[config.mk]
export PLATFORM = sky130hd
export DESIGN_NAME = servo_angle_to_pwm_interpolator
export DESIGN_NICKNAME = d
export VERILOG_FILES = /design/src/rtl/sapi_pkg.sv /design/src/rtl/servo_angle_to_pwm_interpolator.sv /design/src/rtl/sapi_front.sv /design/src/rtl/sapi_interp.sv
export SDC_FILE = /design/constraint.sdc
export NUM_CORES = 1
export LEC_CHECK = 0
export ABC_AREA = 1
export BUFFER_PORTS_ARGS = -buffer_cell sky130_fd_sc_hd__buf_4
export CAP_MARGIN = 10
export CORE_MARGIN = 2
export CORE_UTILIZATION = 45
export CTS_BUF_LIST = sky130_fd_sc_hd__clkbuf_8
export CTS_CLUSTER_SIZE = 10
export DETAILED_ROUTE_END_ITERATION = 10
export PLACE_DENSITY = 0.59
export SYNTH_ARGS = -nofsm -noshare
export SYNTH_HDL_FRONTEND = slang
export SYNTH_SLANG_ARGS = --single-unit
[constraint.sdc]
create_clock -name clk -period 15.1 [get_ports clk]
set_input_delay 3.02 -clock clk [delete_from_list [all_inputs] [get_ports clk]]
set_output_delay 3.02 -clock clk [all_outputs]
set_load 0.1 [all_outputs]
[src/rtl/sapi_pkg.sv]
// shared constants, breakpoint table and stage types for the servo interpolator
package sapi_pkg;

  localparam int TABLE_POINTS = 38;
  localparam int SEG_W = $clog2(TABLE_POINTS);
  localparam int X_W = 11;     // clamped angle, signed, |x| <= 1023
  localparam int DX_W = 7;     // offset into a segment
  localparam int NUM_W = 14;   // dv * dx
  localparam int RCP_W = 22;   // reciprocal of a segment width
  localparam int RCP_SH = 24;
  localparam int CMP_W = 16;

  typedef logic signed [X_W-1:0] ang_t;
  typedef logic [CMP_W-1:0] cmp_t;

  localparam ang_t BP_ANG [TABLE_POINTS] = '{
    -11'sd560, -11'sd512, -11'sd464, -11'sd416, -11'sd384, -11'sd352, -11'sd320,
    -11'sd288, -11'sd224, -11'sd208, -11'sd160, -11'sd112, -11'sd96, -11'sd64,
    -11'sd32, -11'sd16, 11'sd0, 11'sd16, 11'sd24, 11'sd48, 11'sd72, 11'sd112,
    11'sd136, 11'sd160, 11'sd192, 11'sd208, 11'sd224, 11'sd240, 11'sd256,
    11'sd272, 11'sd320, 11'sd336, 11'sd352, 11'sd368, 11'sd384, 11'sd400,
    11'sd408, 11'sd416
  };

  localparam cmp_t BP_CMP [TABLE_POINTS] = '{
    16'd3200, 16'd3300, 16'd3400, 16'd3500, 16'd3600, 16'd3750, 16'd3800,
    16'd3900, 16'd4000, 16'd4100, 16'd4200, 16'd4300, 16'd4400, 16'd4500,
    16'd4600, 16'd4700, 16'd4800, 16'd4900, 16'd5000, 16'd5100, 16'd5200,
    16'd5300, 16'd5400, 16'd5500, 16'd5600, 16'd5700, 16'd5800, 16'd5900,
    16'd6000, 16'd6100, 16'd6200, 16'd6300, 16'd6400, 16'd6500, 16'd6600,
    16'd6700, 16'd6800, 16'd6900
  };

  // ceil(2^24 / width) for the segment widths present in the table
  function automatic logic [RCP_W-1:0] seg_recip(input logic [SEG_W-1:0] seg);
    logic [X_W-1:0] d;
    logic [RCP_W-1:0] r;
    d = BP_ANG[seg+1'b1] - BP_ANG[seg];
    case (d)
      11'd8:   r = 22'd2097152;
      11'd16:  r = 22'd1048576;
      11'd24:  r = 22'd699051;
      11'd32:  r = 22'd524288;
      11'd40:  r = 22'd419431;
      11'd48:  r = 22'd349526;
      11'd64:  r = 22'd262144;
      default: r = '0;
    endcase
    return r;
  endfunction

  typedef struct packed {
    logic              action;
    cmp_t              raw;
    logic              clamped;
    logic              sel_last;
    logic [SEG_W-1:0]  seg;
    logic [DX_W-1:0]   dx;
  } seg_t;

endpackage

[src/rtl/servo_angle_to_pwm_interpolator.sv]
// top level of the servo angle to pwm compare interpolator
//
// input channel: in_tuser is the action bit (1 = pass in_tdata raw value
// through, 0 = interpolate the angle); in_tdata carries angle and raw value.
// result channel: out_tdata is the compare value, out_tuser flags an angle
// that was clamped by the limit or ran off the breakpoint table.
// cfg_wr_en / cfg_wr_data write the 10-bit symmetric angle limit (reset 560);
// the user writes it only while the block is idle; the block does not enforce this.
// five register stages: clamp, segment search, dv*dx multiply, reciprocal
// scale, output register. one transfer per cycle is accepted while the
// output is not stalled.
// when the receiver stalls the whole pipeline holds, so in_tready falls
// only while a result waits at the output; nothing is dropped or repeated.
// reset clears all valid bits and reloads the limit; no clearing pass.
module servo_angle_to_pwm_interpolator
  import sapi_pkg::*;
(
  input  logic        clk,
  input  logic        rst_n,
  input  logic        in_tvalid,
  output logic        in_tready,
  input  logic [31:0] in_tdata,   // angle[11:0], raw_value[27:12], zero pad
  input  logic        in_tuser,   // action
  output logic        out_tvalid,
  input  logic        out_tready,
  output logic [15:0] out_tdata,  // compare_value[15:0]
  output logic        out_tuser,  // was_clamped
  input  logic        cfg_wr_en,
  input  logic [9:0]  cfg_wr_data
);

  logic [9:0] limit_r;
  logic [4:0] vld_r, vld_nxt;
  logic       adv;
  seg_t       seg;

  // whole pipe moves unless a result sits at the output unaccepted
  assign adv = ~vld_r[4] | out_tready;
  assign in_tready = adv;
  assign vld_nxt = {vld_r[3:0], in_tvalid};

  always_ff @(posedge clk) begin
    if (!rst_n) begin
      limit_r <= 10'd560;
      vld_r <= '0;
    end else begin
      if (cfg_wr_en) limit_r <= cfg_wr_data;
      if (adv) vld_r <= vld_nxt;
    end
  end

  sapi_front u_front (
    .clk       (clk),
    .adv       (adv),
    .limit     (limit_r),
    .action    (in_tuser),
    .angle     (in_tdata[11:0]),
    .raw_value (in_tdata[27:12]),
    .seg_out   (seg)
  );

  sapi_interp u_interp (
    .clk           (clk),
    .adv           (adv),
    .seg_in        (seg),
    .compare_value (out_tdata),
    .was_clamped   (out_tuser)
  );

  assign out_tvalid = vld_r[4];

endmodule

[src/rtl/sapi_front.sv]
// clamp stage and breakpoint segment search stage
module sapi_front
  import sapi_pkg::*;
(
  input  logic        clk,
  input  logic        adv,
  input  logic [9:0]  limit,
  input  logic        action,
  input  logic [11:0] angle,
  input  cmp_t        raw_value,
  output seg_t        seg_out
);

  logic        act1_r, clmp1_r;
  cmp_t        raw1_r;
  ang_t        x1_r;
  logic signed [12:0] a13, lim13;
  ang_t        x_nxt;
  logic        clmp_nxt;
  seg_t        seg_r, seg_nxt;
  logic [SEG_W-1:0] idx;
  ang_t        off;

  always_comb begin
    a13 = {angle[11], angle};
    lim13 = {3'b000, limit};
    x_nxt = a13[X_W-1:0];
    clmp_nxt = 1'b0;
    if (a13 < -lim13) begin
      x_nxt = -lim13[X_W-1:0];
      clmp_nxt = 1'b1;
    end else if (a13 > lim13) begin
      x_nxt = lim13[X_W-1:0];
      clmp_nxt = 1'b1;
    end
  end

  always_ff @(posedge clk) begin
    if (adv) begin
      act1_r <= action;
      raw1_r <= raw_value;
      x1_r <= x_nxt;
      clmp1_r <= clmp_nxt;
    end
  end

  // last breakpoint at or below x among the interior segments
  always_comb begin
    idx = '0;
    for (int i = 1; i < TABLE_POINTS - 1; i++) begin
      if (BP_ANG[i] <= x1_r) idx = SEG_W'(i);
    end
    off = x1_r - BP_ANG[idx];
    seg_nxt.action = act1_r;
    seg_nxt.raw = raw1_r;
    seg_nxt.seg = idx;
    seg_nxt.dx = off[DX_W-1:0];
    seg_nxt.sel_last = 1'b0;
    seg_nxt.clamped = clmp1_r;
    if (x1_r <= BP_ANG[0]) begin
      seg_nxt.seg = '0;
      seg_nxt.dx = '0;
      if (x1_r < BP_ANG[0]) seg_nxt.clamped = 1'b1;
    end else if (x1_r >= BP_ANG[TABLE_POINTS-1]) begin
      seg_nxt.sel_last = 1'b1;
      seg_nxt.dx = '0;
      if (x1_r > BP_ANG[TABLE_POINTS-1]) seg_nxt.clamped = 1'b1;
    end
  end

  always_ff @(posedge clk) begin
    if (adv) seg_r <= seg_nxt;
  end

  assign seg_out = seg_r;

endmodule

[src/rtl/sapi_interp.sv]
// multiply, reciprocal scale and output stages of the interpolation
module sapi_interp
  import sapi_pkg::*;
(
  input  logic clk,
  input  logic adv,
  input  seg_t seg_in,
  output cmp_t compare_value,
  output logic was_clamped
);

  seg_t             s3_r, s4_r;
  logic [NUM_W-1:0] num_r;
  logic [RCP_W-1:0] rcp_r;
  logic [NUM_W+RCP_W-1:0] prod_r;
  cmp_t             dv, v0, res_nxt;
  cmp_t             res_r;
  logic             clmp_r;
  logic [NUM_W+RCP_W-1:0] prod_sh;

  always_comb begin
    dv = BP_CMP[seg_in.seg+1'b1] - BP_CMP[seg_in.seg];
  end

  always_ff @(posedge clk) begin
    if (adv) begin
      s3_r <= seg_in;
      num_r <= NUM_W'(dv[7:0] * seg_in.dx);
      rcp_r <= seg_recip(seg_in.seg);
    end
  end

  always_ff @(posedge clk) begin
    if (adv) begin
      s4_r <= s3_r;
      prod_r <= num_r * rcp_r;
    end
  end

  always_comb begin
    prod_sh = prod_r >> RCP_SH;
    v0 = BP_CMP[s4_r.seg];
    if (s4_r.action) res_nxt = s4_r.raw;
    else if (s4_r.sel_last) res_nxt = BP_CMP[TABLE_POINTS-1];
    else res_nxt = v0 + prod_sh[CMP_W-1:0];
  end

  always_ff @(posedge clk) begin
    if (adv) begin
      res_r <= res_nxt;
      clmp_r <= s4_r.clamped & ~s4_r.action;
    end
  end

  assign compare_value = res_r;
  assign was_clamped = clmp_r;

endmodule

# Yosys cells after proc, flatten, opt, wreduce, memory -nomap -nowiden
# Memories as Yosys holds them, arrays and structs flattened.
# Index checks and enable logic that the tools add are counted.
[word_totals]
reg_bits = 215
mem_bits_ro = 5184
inputBits = 48
out_inout_bits = 19
wordCells = 162
n_memories = 6
[op_classes]
add_sub_neg = 7
n_mul = 2
magnitude_cmp = 46
n_eq_ne = 7
mux = 58
n_bitwise = 8
reduce_logical = 1
[mem_list]
columns = ["memory", "words", "width", "rd", "rd_ports_with_merged_regs", "write_ports", "line", "text"]
rows = [
  ["(name not given)", 64, 16, 1, 0, 0, "sapi_interp.sv:42", "v0 = BP_CMP[s4_r.seg];"],
  ["(name not given)", 64, 16, 1, 0, 0, "sapi_interp.sv:22", "dv = BP_CMP[seg_in.seg+1'b1] - BP_CMP[seg_in.seg];"],
  ["(name not given)", 64, 16, 1, 0, 0, "sapi_interp.sv:22", ""],
  ["(name not given)", 64, 11, 1, 0, 0, "sapi_front.sv:53", "off = x1_r - BP_ANG[idx];"],
  ["(name not given)", 64, 11, 1, 0, 0, "sapi_pkg.sv:38", "d = BP_ANG[seg+1'b1] - BP_ANG[seg];"],
  ["(name not given)", 64, 11, 1, 0, 0, "sapi_pkg.sv:38", ""],
]
[ops]
columns = ["operator", "count"]
rows = [
  ["<= comparator 10 x 11 -> 1 bit, first input constant", 16],
  ["one-hot mux 22 bit (7 select lines)", 1],
  ["<= comparator 9 x 11 -> 1 bit, first input constant", 9],
  ["2-to-1 mux 5 bit", 16],
  ["2-to-1 mux 11 bit", 6],
  ["2-to-1 mux 16 bit", 4],
  ["<= comparator 8 x 11 -> 1 bit, first input constant", 4],
  ["multiplier 14 x 22 -> 36 bit", 1],
  ["equality test 11 x 6 -> 1 bit, second input constant", 3],
  ["<= comparator 6 x 11 -> 1 bit, first input constant", 3],
  ["2-to-1 mux 4 bit", 8],
  ["2-to-1 mux 8 bit", 4],
  ["2-to-1 mux 6 bit", 5],
  [">= comparator 7 bit, second input constant", 4],
  ["NOT 6 -> 7 bit", 4],
  ["equality test 11 x 5 -> 1 bit, second input constant", 2],
  ["<= comparator 7 x 11 -> 1 bit, first input constant", 2],
  ["adder 16 x 12 -> 16 bit", 1],
  ["multiplier 8 x 7 -> 14 bit", 1],
  ["2-to-1 mux 7 bit", 2],
  ["< comparator 12 x 13 -> 1 bit", 1],
  ["negation 10 -> 13 bit", 1],
  ["> comparator 12 x 11 -> 1 bit", 1],
  ["2-to-1 mux 3 bit", 4],
  ["19 further kinds", 26],
]

# Depth between registers and ports, before layout
# Gate-level depths: netlist (run 1).
[depth]
word_depth = 42
ltp_mapped = 53

# Cells and area by module
# Synthesis (run 1) repeated with hierarchy kept, for this count alone.
[unflattened]
cells_unflattened = 2216
hier_area_um2 = 19000.7
[by_module_without_submodules]
columns = ["module", "n_inst", "cells_each", "area_each_um2", "seq_area_each_um2"]
rows = [
  ["sapi_interp", 1, 1633, 14162.3, 3032.9],
  ["sapi_front", 1, 510, 4286.6, 1831.8],
  ["servo_angle_to_pwm_interpolator", 1, 73, 551.8, 300.3],
]

# Least setup slack after synthesis (run 1)
# No wires, ideal clock.
[synth_path]
path_kind = "input to output"
startpoint = "input port out_tready"
endpoint = "output port in_tready"
arrival_ps = 6856
t_required_ps = 12080
path_slack_ps = 5224
stages = 2
cell_sequence = "nor2_1 -> inv_1"
[synth_via]
elab_chain_len = 1
[synth_rtl]
columns = ["item", "line", "text"]
rows = [
  ["start: declaration", "servo_angle_to_pwm_interpolator.sv:25", "input logic out_tready,"],
  ["OR 1 bit", "servo_angle_to_pwm_interpolator.sv:38", "assign adv = ~vld_r[4] | out_tready;"],
  ["end: declaration", "servo_angle_to_pwm_interpolator.sv:21", "output logic in_tready,"],
]
# Every way passes these cells.

# Worst setup path after layout (run 1)
[layout_path]
startpoint = "register u_front.seg_r (netlist bit u_front.seg_out[7])"
endpoint = "register u_interp.num_r[13], data pin"
[layout_via]
elab_chain_len = 7
word_cells_on_any_way = 11
[layout_rtl]
columns = ["item", "line", "text"]
rows = [
  ["start: declaration", "sapi_front.sv:20", "seg_t seg_r, seg_nxt;"],
  ["start signal: assignment", "sapi_front.sv:72", "if (adv) seg_r <= seg_nxt;"],
  ["adder 6 x 1 -> 6 bit", "sapi_interp.sv:22", ""],
  ["NOT 6 -> 7 bit (implied by the code)", "sapi_interp.sv:22", ""],
  ["memory read (64 x 16 bit)", "n/a", ""],
  ["2-to-1 mux 8 bit (implied by the code) (2 in series)", "sapi_interp.sv:22", ""],
  ["subtractor 8 bit (*)", "sapi_interp.sv:22", ""],
  ["multiplier 8 x 7 -> 14 bit (*)", "sapi_interp.sv:28", "num_r <= NUM_W'(dv[7:0] * seg_in.dx);"],
  ["end signal: assignment", "sapi_interp.sv:28", ""],
  ["end: declaration", "sapi_interp.sv:13", "logic [NUM_W-1:0] num_r;"],
]
# Mark *: on every way between the ends. The rest lies on a longest branch, timed or not. The select of a mux whose other input is x is not followed.
# A chain may end at the register's enable or synchronous reset.

==> run summary, run 1 <==
status - finished clean
Post-Syn Area - 18,350 um^2
Period minus WS final - 8.051 ns
worst hold margin - 0.4147 ns
top cell type's share of synthesized area - 26.52%
warnings from Yosys - 0
Critical Path RT - 15.43 ns
Post-synth EDFFs - 162
num rows - 73
final setup violation count - 0
cell taking the most area after synthesis - edfxtp_1
Hold Path Class - reg2reg
H-tree depth - 4
DP HPWL - 34.35 mm
critical path capture point type - flip-flop
Leak - 10.49 nW
final hold viol count - 0
clk buf depth - 2
RSZ-0062 raised after global routing - no
sequential-to-total area share from yosys stat - 28.15%
Slew HR - 30.08%
Setup Fix Bufs, Post-CTS - 0
Synth Net Count - 2,523
cts repair resizes - 0
Seq pwr share - 25.2%
number of synthesized register bits - 177
Max-Cap Viols - 0
Pint - 0.001612 W
Distinct cells, synth - 60
Final #Nets - 2,561
drt pass-1 iters - 5
root buffer cell - clkbuf_8
vias in the first global route - 14,050
antenna violations before repair - 0
clock-pin slew on the worst setup and hold paths - 0.11 ns
main flop type after synthesis - edfxtp_1
Final Cycle Share - 53.32%
CP Launch Type - flip-flop
Setup Crit Path Kind - reg2reg
syn avg cell area - 8.799 um^2
clk_lat worst skew - 0.51 ns
Clk pwr share - 9.8%
CP Max Fanout - 16
Placer Congestion - 0.8832
CTS tree - yes
fmax - 0.1242 GHz
asr flop ratio synth - 0%
slowest stage cell, crit path - edfxtp_1
initial core utilization - 45.86%
Critical Path Max Stage Delay - 0.76 ns
max-slew violation count - 0
CTS buffer count - 17
global-route wire length before repair - 69.32 mm
share of layout cells above drive strength 1 - 6.273%
Detail Route Antenna Nets - 0
Synth top cells by count - inv_1 (435), nand2_1 (365), ha_1 (207)
global route total overflow - 0
DIE AREA - 42,400 um^2
largest cells by area after synthesis - edfxtp_1 (27%), fa_1 (20%), ha_1 (14%)
DR iter-0 viols - 781
clk_skew - 0.03755 ns
Core Area - 40,010 um^2
# diodes - 0
total global routing track utilization - 20.75%
I/O Pins - 67
Die Y - 205.9 um
TNS Setup - 0 ns
Sink Count - 177
Pwr Density - 166.4 nW/um^2
count leader, synth - inv_1
DR DRC count - 0
combinational power share - 65.0%
Max VDD drop - 0.1252 mV
IO Port Bufs - 62
Syn Inst Count - 2,085
Die Width - 205.9 um
Layout area overhead - 7.393%
Worst-Margin Slew - 1.049 ns
Hold-fix buffers, CTS - 0
number of vias per cell - 5.163
WP data arrival - 8.38 ns
switch share - 50.84%
vias - 13,740
largest net degree at the start of global routing - 87
NetSw - 0.001667 W
WL final - 41.96 mm
Avg WL per Cell - 15.77 um
-- cells in the final DEF (no fill, tap or decap), drive strengths merged, types with 10 or more instances in the layout --
master / instances
a31oi: 13
o211ai: 12
nor2: 169
xor2: 39
buf: 66
xnor2: 15
edfxtp: 162
nor3: 21
clkinv: 11
clkbuf: 17
o22ai: 10
o21ai: 103
nand3: 38
fa: 183
a211oi: 17
nand2: 373
dfxtp: 15
a21oi: 139
ha: 207
inv: 450
-- flip-flops by register name (all words and copies together) (netlist names) --
register                count
limit_r                    10
u_front.seg_out            32
u_interp.s3_r              25
u_interp.was_clamped        1
u_interp.s4_r              25
u_front.act1_r              1
u_front.raw1_r             16
u_interp.num_r             13
u_interp.rcp_r              9
vld_r                       5
u_interp.prod_r            12
u_front.clmp1_r             1
u_front.x1_r               11
u_interp.compare_value     16
-- per-stage QoR --
step | util (%) | instances | total power, W | setup WS, ns | area (um^2)
floorplan | - | 2085 | 0.002471 | 5.224 | 18350
global placement | 48.26 | 2629 | 0.002943 | 7.045 | 19310
detailed placement | 48.26 | 2629 | 0.002974 | 7.101 | 19310
CTS | 49.25 | 2661 | 0.003329 | 7.059 | 19700
global route | 49.25 | 2661 | 0.003699 | 6.239 | 19700
finish | 49.25 | 2661 | 0.003278 | 7.049 | 19700
-- power groups by stage --
stage / combinational [W] / sequential [W] / clock (W)
finish: 0.00213 / 0.000825 / 0.000322
detailed placement: 0.00214 / 0.000836 / 0
CTS: 0.00217 / 0.000825 / 0.000337
global route: 0.00251 / 0.000839 / 0.000354
global placement: 0.00211 / 0.000835 / 0
floorplan: 0.00164 / 0.000828 / 0
-- cells by family (layout without fill, tap and decap cells) --
group           after synthesis  in the layout  share of synthesized area (%)
simple gates                619            619                          13.80
fa+ha+maj                   390            390                          34.09
compound gates              349            349                          11.11
xor+xnor                     54             54                          2.578
flops                       177            177                          28.15
buf+inv                     496            547                          10.26
-- critical path, delay by kind of cell, from the launching register on --
kind / cells / cell delay, ns
AO/OA/AOI/OAI: 8 / 1.12
XOR/XNOR: 2 / 0.31
adder cells (fa/ha/maj): 6 / 2.37
buffers and inverters: 6 / 0.99
flip-flops: 1 / 0.76
AND/OR/NAND/NOR: 15 / 2.33
-- layer usage --
layer	up-vias	global-route usage (%)	wire length, um
met5	-	0	0
met4	0	6.071	907
met3	55	2.365	1418
met2	270	36.71	21000
met1	6607	26.80	18630
li1	6807	-	-
-- path summary, 6_finish.rpt --
check	from	to	slack (ns)	cells after the start
max	u_front.seg_out[7]	u_interp.num_r[13]	7.05	37
min	u_front.seg_out[30]	u_interp.s3_r[30]	0.41	0
max reg2reg	u_front.seg_out[7]	u_interp.num_r[13]	7.05	37
min reg2reg	u_front.seg_out[30]	u_interp.s3_r[30]	0.41	0
-- area by class of cell --
class / instances / area, um^2
multi-input cells: 1412 / 11300
clock inverters: 15 / 160.2
repair buffers: 66 / 495.5
fillers: 3860 / 20300
flip-flops and latches: 177 / 5165
clock buffers: 17 / 234.0
well taps: 525 / 656.9
inverters: 449 / 1693
No activity file was read; power rests on OpenSTA's default activity.
==> inputs of run 2 (changes only) <==
Clock period 15.1 ns to 7.9 ns, I/O delays scaled along.
==> run 2 against run 1 <==
Net effect: core utilization grew 0.34 points; clock-buffer cell count is the same; largest cell class unchanged; register-to-register slack lost 6.4 ns; sequential power grew 89%; via count is essentially flat; setup slack lost 6.4 ns; critical path depth grew 1; die area is the same; highest routed layer unchanged; combinational power grew 94%; design area grew 0.69%.
==> run summary, run 2 (synthesis results as in run 1) <==
drt pass-1 iters - 8 (was 5)
CTS buffer count - 17 (unchanged)
clock-pin slew on the worst setup and hold paths - 0.10 ns (was 0.11 ns)
pre-CTS setup slack - 0.6992 ns (was 7.101 ns)
Period minus WS final - 7.252 ns (was 8.051 ns)
largest net degree at the start of global routing - 101 (was 87)
antenna violations before repair - 0 (unchanged)
share of layout cells above drive strength 1 - 6.710% (was 6.273%)
Setup Fix Bufs, Post-CTS - 0 (unchanged)
total global routing track utilization - 20.83% (was 20.75%)
Hold Path Class - reg2reg (unchanged)
# diodes - 0 (unchanged)
Slew HR - 40.06% (was 30.08%)
CP dominant cell by count - nand2_1
Pwr Density - 323.6 nW/um^2 (was 166.4 nW/um^2)
worst path bufs/invs - 6 (unchanged)
CP Launch Type - flip-flop (unchanged)
num rows - 73 (unchanged)
clk_skew - 0.02424 ns (was 0.03755 ns)
Avg WL per Cell - 15.82 um (was 15.77 um)
max-slew violation count - 0 (unchanged)
IO Port Bufs - 62 (unchanged)
Core Area - 40,010 um^2 (unchanged)
root buffer cell - clkbuf_8 (unchanged)
DR iter-0 viols - 814 (was 781)
Setup Crit Path Kind - reg2reg (unchanged)
Worst-Margin Slew - 0.8991 ns (was 1.049 ns)
Critical Path RT - 8.13 ns (was 15.43 ns)
DR DRC count - 0 (unchanged)
Max VDD drop - 0.2883 mV (was 0.1252 mV)
Final Power - 0.006419 W (was 0.003278 W)
fmax - 0.1379 GHz (was 0.1242 GHz)
RSZ-0062 raised after global routing - no (unchanged)
Final Cycle Share - 91.80% (was 53.32%)
dpl cells - 2,639 (was 2,629)
number of vias per cell - 5.148 (was 5.163)
final hold viol count - 0 (unchanged)
Hold-fix buffers, CTS - 0 (unchanged)
Critical Path Max Stage Delay - 0.49 ns (was 0.76 ns)
max reg flops - 32 (unchanged)
global-route wire length before repair - 69.41 mm (was 69.32 mm)
critical path capture point type - flip-flop (unchanged)
H-tree depth - 4 (unchanged)
WP data arrival - 7.49 ns (was 8.38 ns)
setup ws final - 0.6480 ns (was 7.049 ns)
Max-Cap Viols - 0 (unchanged)
clk buf depth - 2 (unchanged)
TNS Setup - 0 ns (unchanged)
DIE AREA - 42,400 um^2 (unchanged)
slowest stage cell, crit path - fa_1 (was edfxtp_1)
final setup violation count - 0 (unchanged)
DP HPWL - 34.40 mm (was 34.35 mm)
Die Y - 205.9 um (unchanged)
Die Width - 205.9 um (unchanged)
vias in the first global route - 13,790 (was 14,050)
most common cell after layout, fill and taps aside - inv_1 (unchanged)
CP top delay family - adder cells (unchanged)
most frequent cells in the layout - inv_1 (434), nand2_1 (365), ha_1 (207) (unchanged)
WL final - 42.26 mm (was 41.96 mm)
global route total overflow - 0 (unchanged)
Leak - 10.58 nW (was 10.49 nW)
Final #Nets - 2,571 (was 2,561)
Sink Count - 177 (unchanged)
I/O Pins - 67 (unchanged)
Layout area overhead - 8.137% (was 7.393%)
fin cells - 2,671 (was 2,661)
initial core utilization - 45.86% (unchanged)
vias - 13,750 (was 13,740)
Placer Congestion - 0.9235 (was 0.8832)
Detail Route Antenna Nets - 0 (unchanged)
CTS tree - yes (unchanged)
Fill cells - 3,840 (was 3,860)
clk_lat worst skew - 0.50 ns (was 0.51 ns)
CP Max Fanout - 5 (was 16)
cts repair resizes - 0 (unchanged)
status - finished clean (unchanged)
## run 2: changes by cell type in the layout (fill, tap and decap cells not counted)
cell	before	now
inv_6	5	2
clkinv_2	2	4
clkinv_4	1	3
clkinv_8	3	0
inv_8	4	5
clkinvlp_4	3	0
bufinv_16	0	4
buf_4	66	76
## run 2: layout make-up
class                      instances  area (um^2)  area share, %
sequential                       177         5165          26.04
multi-input combinational       1412        11300          56.95
tap                              525        656.9          3.311
inverter                         449         1693          8.534
clock buffer                      17        234.0          1.179
timing repair buffer              76        570.5          2.876
clock inverter                    15        221.5          1.116
## run 2: worst paths after layout
check | start | to | slack, ns | cells past startpoint
hold reg to reg | u_front.seg_out[22] | u_interp.s3_r[22] | 0.42 | 0
hold / removal | u_front.seg_out[22] | u_interp.s3_r[22] | 0.42 | 0
setup reg to reg | u_front.seg_out[7] | u_interp.num_r[13] | 0.65 | 38
setup / recovery | u_front.seg_out[7] | u_interp.num_r[13] | 0.65 | 38
## run 2: where the power goes
part | switching (W) | internal [W] | total, W
Combinational | 0.00258 | 0.00155 | 0.00414
Sequential | 0.000249 | 0.00132 | 0.00156
Clock | 0.000360 | 0.000356 | 0.000716
## run 2: through the flow
stage          util (%)  hold slack, ns  area, um^2
6_report          49.59          0.4174       19840
4_1_cts           49.59          0.4201       19840
5_1_grt           49.59          0.4261       19840
3_5_place_dp      48.45          0.4045       19380
3_3_place_gp      48.45          0.4001       19380
2_1_floorplan         -          0.4003       18350
## run 2: metal layers
metal / part of all wire (%) / track usage [%] / wire length (um) / vias up
met5: 0 / 0 / 0 / -
li1: - / - / - / 6826
met1: 44 / 27.04 / 18770 / 6574
met4: 1.5 / 5.306 / 623 / 0
met2: 50 / 36.93 / 21240 / 310
met3: 3.8 / 2.491 / 1627 / 41
